[config.mk]
export PLATFORM = sky130hd
export DESIGN_NAME = psvm_div
export DESIGN_NICKNAME = d
export VERILOG_FILES = /design/src/design/psvm_div.sv
export SDC_FILE = /design/constraint.sdc
export NUM_CORES = 1
export LEC_CHECK = 0
export BUFFER_PORTS_ARGS = -buffer_cell sky130_fd_sc_hd__buf_4
export CORE_MARGIN = 2
export CORE_UTILIZATION = 30
export CTS_CLUSTER_DIAMETER = 150
export DETAILED_ROUTE_END_ITERATION = 7
export GPL_ROUTABILITY_DRIVEN = 0
export PLACE_DENSITY_LB_ADDON = 0.25
export SYNTH_ARGS = -nofsm -noshare
export SYNTH_HDL_FRONTEND = slang
export SYNTH_SLANG_ARGS = --single-unit
[constraint.sdc]
create_clock -name i_clk -period 6.2 [get_ports i_clk]
set_clock_uncertainty 0.2 [all_clocks]
set_input_delay 1.24 -clock i_clk [delete_from_list [all_inputs] [get_ports i_clk]]
set_output_delay 1.24 -clock i_clk [all_outputs]
set_load 0.05 [all_outputs]
[src/design/psvm_div.sv]
// Serial restoring divider for the fade attenuation, one quotient bit a cycle.
module psvm_div (
    input  logic               i_clk,
    input  logic               i_rst_n,
    input  logic               i_start,
    input  logic signed [31:0] i_num,
    input  logic [16:0]        i_den,
    output logic               o_done,
    output logic signed [31:0] o_quot
);
    logic [31:0] r_mag;
    logic [16:0] r_rem;
    logic [16:0] r_den;
    logic        r_neg;
    logic [5:0]  r_cnt;
    logic        r_busy;
    logic [17:0] w_sh;
    logic [17:0] w_sub;

    assign w_sh = {r_rem, r_mag[31]};
    assign w_sub = w_sh - {1'b0, r_den};

    always_ff @(posedge i_clk) begin
        if (!i_rst_n) begin
            r_busy <= 1'b0;
            r_cnt <= 6'd0;
        end else if (i_start) begin
            r_busy <= 1'b1;
            r_cnt <= 6'd0;
        end else if (r_busy) begin
            r_cnt <= r_cnt + 6'd1;
            if (r_cnt == 6'd31) begin
                r_busy <= 1'b0;
            end
        end
    end

    // The partial remainder always stays below the divisor, so 17 bits hold it.
    always_ff @(posedge i_clk) begin
        if (i_start) begin
            r_neg <= i_num[31];
            r_mag <= i_num[31] ? 32'(-i_num) : 32'(i_num);
            r_rem <= 17'd0;
            r_den <= i_den;
        end else if (r_busy) begin
            if (!w_sub[17]) begin
                r_rem <= w_sub[16:0];
                r_mag <= {r_mag[30:0], 1'b1};
            end else begin
                r_rem <= w_sh[16:0];
                r_mag <= {r_mag[30:0], 1'b0};
            end
        end
    end

    assign o_done = r_busy && (r_cnt == 6'd31);
    // Final quotient bit is formed combinationally in the done cycle.
    logic [31:0] w_q;
    assign w_q = {r_mag[30:0], ~w_sub[17]};
    assign o_quot = r_neg ? -$signed(w_q) : $signed(w_q);
endmodule

==> flow_summary_export.csv, run 1 <==
group,metric,value,unit
route,avgViaCountPerCell,5.006,
cts,cts_buffers,9,
power_and_ir_drop,ir_worst_vdd,0.1256,mV
floorplanning,die_w,135.0,µm
floorplanning,io_pins,85,
timing,slew_violations,0,
route,wl_per_cell,14.44,µm
cts,cts_setup_buffers,0,
finish,finalNonFillerCells,868,
finish,design_area,6232,µm²
logic_synthesis,synth_seq_cells,74,
floorplanning,std_cell_rows,47,
timing,rsz0062_at_grt,"no",
cts,cts_root_buf,"clkbuf_16",
timing,fin_hold_ws,0.2959,ns
logic_synthesis,synth_cells,570,
timing,timing.final.ws_setup,0.3365,ns
place,dp_hpwl,9112,µm
cts,path_clk_slew,0.05,ns
logic_synthesis,synth_ff_type,"edfxtp_1",
floorplanning,fp.coreArea,16700,µm²
finish,final_common_cell,"buf_4",
cts,cts_tree,"done",
setup_path,cp.required,4.76,ns
finish,layout-drive-gt1-share,0.1852,
setup_path,timing.rr.start,"r_den[1]",
finish,final_nets,716,
timing,fin_setup_tns,0,ns
place,place_ws,0.6534,ns
logic_synthesis,yosysSeqAreaShare,0.3850,
route,drc,0,
setup_path,r2r_setup_slack,3.06,ns
timing,relSlewSlack,0.3038,
finish,area_delta_synth_final,21.07,%
cts,insertion_delay,0.34,ns
global_routing,grt_usage,0.1435,
setup_path,critPathArrivalTime,4.42,ns
logic_synthesis,synth_area,5147,µm²
logic_synthesis,synth_edf_count,50,
route,drt-pass1-iter-count,5,
route,final_antenna_net_count,0,
logic_synthesis,synthTopCellsByArea,"edfxtp_1, dfxtp_1, xnor2_1",
flow_run,drv_cap,0,
place,placed_area,5951,µm²
logic_synthesis,yosys_warnings,0,
hold_path,hold_class,"flop to flop",
hold_path,hold_path_depth,2,
route,detail_route.wirelength,12540,µm
setup_path,reg2reg_depth,10,
hold_path,worstHoldEndpoint,"r_rem[8]",
power_and_ir_drop,powerDensity,255.3,nW/µm²
setup_path,crit_path_max_fanout,22,
floorplanning,dieArea,18220,µm²
route,vias,4345,
hold_path,min_from,"r_rem[7]",
logic_synthesis,synth_fp_nets,643,
logic_synthesis,yosysTopAreaCell,"edfxtp_1",
run_status,status,"completed",
timing,worstMarginPinSlew,1.044,ns
global_routing,grt_pass1_wl,20820,µm
cts,clock-sinks,74,
setup_path,r2r_end,"r_rem[10]",
global_routing,grt_max_degree,99,
place,io_buffers,84,
floorplanning,die_h,135.0,µm
timing,period_share,0.9457,
global_routing,grt-ovfl-total,0,
logic_synthesis,synth_top_area_frac,0.2917,
finish,antenna_cells,0,
cts,clockBufferDepth,2,
finish,fillers,1735,
route,drtIter0Drc,266,
global_routing,antenna_found_initial,0,
cts,htreeDepth,3,
logic_synthesis,async_flop_share,0,
timing,min_period,5.863,ns
logic_synthesis,postSynthAreaPerCell,9.031,µm²
timing,hold_viol_final,0,
timing,fmax,0.1705,GHz
setup_path,worstSetupPathType,"flop to primary output",
timing,setup-violations-final,0,
global_routing,grt_pass1_vias,4224,
cts,cts_hold_buffers,0,
place,dpl.cell_count,852,
setup_path,worst_setup_path_end_kind,"primary output",
floorplanning,start_util,0.3082,
cts,post_cts_resized,0,
setup_path,cp-start-kind,"flop",
logic_synthesis,synthDistinctLibCells,60,
power_and_ir_drop,p_leak,2.376,nW
finish,layout_common_cells,"buf_4, nor2_1, nand2_1",
## synthesized netlist by cell type (all sizes together), types with 3 or more instances
cell     number
a211oi        3
a21o          5
a21oi        42
a311oi        9
and3          4
buf           9
clkbuf       16
dfxtp        24
edfxtp       50
ha           20
inv          27
mux2          4
mux2i         4
nand2        51
nand2b        8
nand3         8
nand3b        4
nand4         4
nand4bb       3
nor2         67
nor2b         5
nor3         13
nor4          4
o2111ai       3
o21a          6
o21ai        34
o31ai        24
o41ai         8
or2           4
or3           9
or4           7
xnor2        39
xor2         31
## state kept, by name (all words and copies together) (netlist names)
signal  cells
r_busy      1
r_cnt       6
r_rem      17
r_neg       1
r_den      17
r_mag      32
## worst max-delay path, cell delays in order (launching register included)
cell,delay [ns]
edfxtp_1,0.35
inv_1,0.07
ha_1,0.28
a21o_1,0.23
a221oi_4,0.34
o21ai_0,0.14
or3_1,0.41
a21o_1,0.24
inv_6,0.17
ha_1,0.19
nand2_1,0.07
or3_1,0.42
nand2b_1,0.29
nand2b_4,0.21
o31ai_1,0.29
xnor2_1,0.15
buf_4,0.22
## how the worst max path moves through the flow
stage | to | depth (start not counted) | from | slack (ns)
6_report | o_quot[28] | 16 | r_den[14] | 0.34
5_1_grt | o_quot[28] | 16 | r_den[14] | 0.02
4_1_cts | o_quot[28] | 16 | r_den[14] | 0.28
3_5_place_dp | o_quot[28] | 16 | r_den[14] | 0.65
3_3_place_gp | o_quot[28] | 16 | r_den[15] | 0.72
2_1_floorplan | o_quot[28] | 19 | r_den[14] | 0.71
## layer usage
metal  vias to the layer above  share of wire  global-route usage
met5                         -              0                   0
met4                         0          0.030             0.07813
met3                        24          0.034             0.02440
met2                        72           0.45              0.2236
met1                      2026           0.48              0.1897
li1                       2223              -                   -
## report_power, final
group          internal [mW]  total (mW)  switching, mW
combinational          0.178       0.488          0.310
clock                  0.281       0.483          0.202
sequential             0.578       0.620         0.0417
total                   1.04        1.59          0.554
## final cells by class
| type | instances | area, µm² | share of cell area |
|---|---|---|---|
| clock buffer | 13 | 250.2 | 0.04015 |
| clock inverter | 3 | 17.52 | 0.002811 |
| inverter | 27 | 106.4 | 0.01706 |
| multi-input combinational | 444 | 2948 | 0.4730 |
| sequential | 74 | 1982 | 0.3180 |
| tap | 220 | 275.3 | 0.04417 |
| timing repair buffer | 87 | 653.1 | 0.1048 |
## metrics by stage
stage	power, mW	util
2_1_floorplan	0.9694	-
3_3_place_gp	1.115	0.3563
3_5_place_dp	1.119	0.3563
4_1_cts	1.608	0.3723
5_1_grt	1.672	0.3732
6_report	1.591	0.3732
## cells by family (layout without fill, tap and decap cells)
| kind of cell | after synthesis | after routing | share of synthesized area |
|---|---|---|---|
| buffers and inverters | 52 | 130 | 0.04448 |
| multiplexers | 8 | 8 | 0.01653 |
| AO/OA/AOI/OAI | 148 | 148 | 0.1930 |
| flip-flops | 74 | 74 | 0.3850 |
| XOR/XNOR | 70 | 70 | 0.1191 |
| adder cells (fa/ha/maj) | 21 | 21 | 0.05250 |
| AND/OR/NAND/NOR | 197 | 197 | 0.1893 |
Power figures use the tool's default switching activity.
==> run 2, diff against run 1 <==
Settings changed: CELL_PAD_IN_SITES_DETAIL_PLACEMENT from default to 1, CELL_PAD_IN_SITES_GLOBAL_PLACEMENT from default to 2.
==> run 2 against run 1 <==
- die area did not move
- sequential cell count unchanged
- wire length rose by 12%
- hold slack lost 0.0056 ns
- largest power group unchanged
- critical endpoint unchanged
- sequential share of layout area shrank 0.13 points
==> flow_summary_export.csv, run 2 (synthesized netlist as in run 1, its figures left out) <==
group,metric,value,unit
finish,layout_common_cells,"buf_4, nor2_1, nand2_1",
floorplanning,dieArea,18220,µm²
cts,clock-sinks,74,
cts,insertion_delay,0.34,ns
hold_path,hold_class,"flop to flop",
setup_path,worst_path_max_delay_cell,"or3_1",
route,drtIter0Drc,203,
cts,cts_root_buf,"clkbuf_16",
route,final_antenna_net_count,0,
finish,final_common_cell,"buf_4",
timing,setup-violations-final,0,
cts,cts_hold_buffers,0,
timing,min_period,5.773,ns
global_routing,grt_usage,0.1601,
setup_path,crit_chain,"inv_1, ha_1, and3_1, a221oi_2, o21ai_0, or3_1, a21o_1, inv_4, ha_1, nand2_1, or3_1, nand2b_1, nand2b_4, o31ai_1, xnor2_1, buf_4",
global_routing,grt_max_degree,51,
floorplanning,fp.coreArea,16700,µm²
timing,fin_setup_tns,0,ns
finish,antenna_cells,0,
route,wl_per_cell,16.20,µm
place,io_buffers,84,
timing,slew_violations,0,
setup_path,r2r_setup_slack,2.87,ns
setup_path,reg2reg_depth,11,
floorplanning,die_w,135.0,µm
place,dp_hpwl,10430,µm
power_and_ir_drop,p_leak,2.397,nW
finish,fin_util,0.3747,
floorplanning,die_h,135.0,µm
setup_path,timing.rr.start,"r_den[15]",
run_status,status,"completed",
cts,cts_tree,"done",
cts,post_cts_resized,0,
floorplanning,io_pins,85,
power_and_ir_drop,ir_worst_vdd,0.1101,mV
global_routing,use_met2,0.2735,
setup_path,crit_path_max_fanout,6,
timing,fmax,0.1732,GHz
timing,timing.final.ws_setup,0.4273,ns
timing,rsz0062_at_grt,"no",
cts,cts_setup_buffers,0,
power_and_ir_drop,powerDensity,261.5,nW/µm²
finish,reg_top3,"r_mag x32, r_den x17, r_rem x17",
global_routing,grt_busiest_layer,"met2",
global_routing,met1_usage,0.2089,
setup_path,r2r_end,"r_rem[0]",
timing,fin_hold_ws,0.2903,ns
setup_path,crit_path_start,"r_den[15]",
finish,layout-drive-gt1-share,0.1908,
finish,largest_reg_flops,32,
timing,hold_viol_final,0,
setup_path,crit_path_max_incr_delay,0.43,ns
place,place_ws,0.7785,ns
timing,relSlewSlack,0.2642,
route,detail_route.wirelength,14100,µm
global_routing,grt_pass1_vias,4620,
setup_path,cp.required,4.76,ns
route,drt-pass1-iter-count,4,
cts,clockBufferDepth,2,
setup_path,crit_path_end,"o_quot[28]",
timing,worstMarginPinSlew,1.104,ns
finish,top_register,"r_mag",
flow_run,drv_cap,0,
cts,htreeDepth,3,
timing,period_share,0.9311,
global_routing,antenna_found_initial,0,
finish,area_delta_synth_final,21.56,%
setup_path,worst_setup_path_end_kind,"primary output",
cts,path_clk_slew,0.06,ns
global_routing,grtUsageMet3,0.02102,
cts,cts_buffers,9,
setup_path,worstSetupPathType,"flop to primary output",
setup_path,cp-start-kind,"flop",
finish,final_nets,718,
global_routing,grt_pass1_wl,23280,µm
route,drc,0,
floorplanning,std_cell_rows,47,
floorplanning,start_util,0.3082,
setup_path,critPathArrivalTime,4.33,ns
route,avgViaCountPerCell,5.095,
global_routing,grt-ovfl-total,0,
route,vias,4433,
-- run 2: through the flow --
| stage | total power [mW] | instance area (µm²) | std cells |
|---|---|---|---|
| final | 1.636 | 6257 | 870 |
| after global routing | 1.718 | 6257 | 870 |
| after CTS | 1.659 | 6257 | 870 |
| after detailed placement | 1.130 | 5966 | 854 |
| after global placement | 1.124 | 5966 | 854 |
| after floorplan | 0.9694 | 5147 | 570 |
-- run 2: final cells by class --
type | instances | area, µm²
Multi-Input combinational cell | 444 | 2937
Tap cell | 220 | 275.3
Timing Repair Buffer | 89 | 668.1
Inverter | 27 | 103.9
Clock inverter | 4 | 23.77
Sequential cell | 74 | 1982
Clock buffer | 12 | 267.8
Fill cell | 1980 | 10440
-- run 2: how the worst min path moves through the flow --
| stage | from | endpoint | slack, ns | depth (start not counted) |
|---|---|---|---|---|
| 2_1_floorplan | r_rem[13] | r_rem[13] | 0.25 | 2 |
| 3_3_place_gp | r_rem[11] | r_rem[11] | 0.28 | 2 |
| 3_5_place_dp | r_rem[13] | r_rem[13] | 0.28 | 2 |
| 4_1_cts | r_rem[13] | r_rem[13] | 0.29 | 2 |
| 5_1_grt | r_rem[13] | r_rem[13] | 0.32 | 2 |
| 6_report | r_rem[13] | r_rem[13] | 0.29 | 2 |
-- run 2: worst max-delay path: cells and delay by family, from the launching register on --
family	cells	cell delay, ns
flip-flops	1	0.32
adder cells (fa/ha/maj)	2	0.49
XOR/XNOR	1	0.16
AO/OA/AOI/OAI	4	1.06
AND/OR/NAND/NOR	6	1.64
buffers and inverters	3	0.32
-- run 2: layer usage --
| metal | share of wire | up-vias | wire length [µm] |
|---|---|---|---|
| met5 | 0 | - | 0 |
| met3 | 0.029 | 12 | 411 |
| li1 | - | 2225 | - |
| met1 | 0.48 | 2124 | 6730 |
| met2 | 0.48 | 72 | 6745 |
| met4 | 0.015 | 0 | 210 |
-- run 2: power by group --
part | switching, mW | leakage, nW | internal [mW]
registers | 0.0424 | 0.687 | 0.578
logic | 0.318 | 1.57 | 0.179
clock network | 0.213 | 0.144 | 0.306
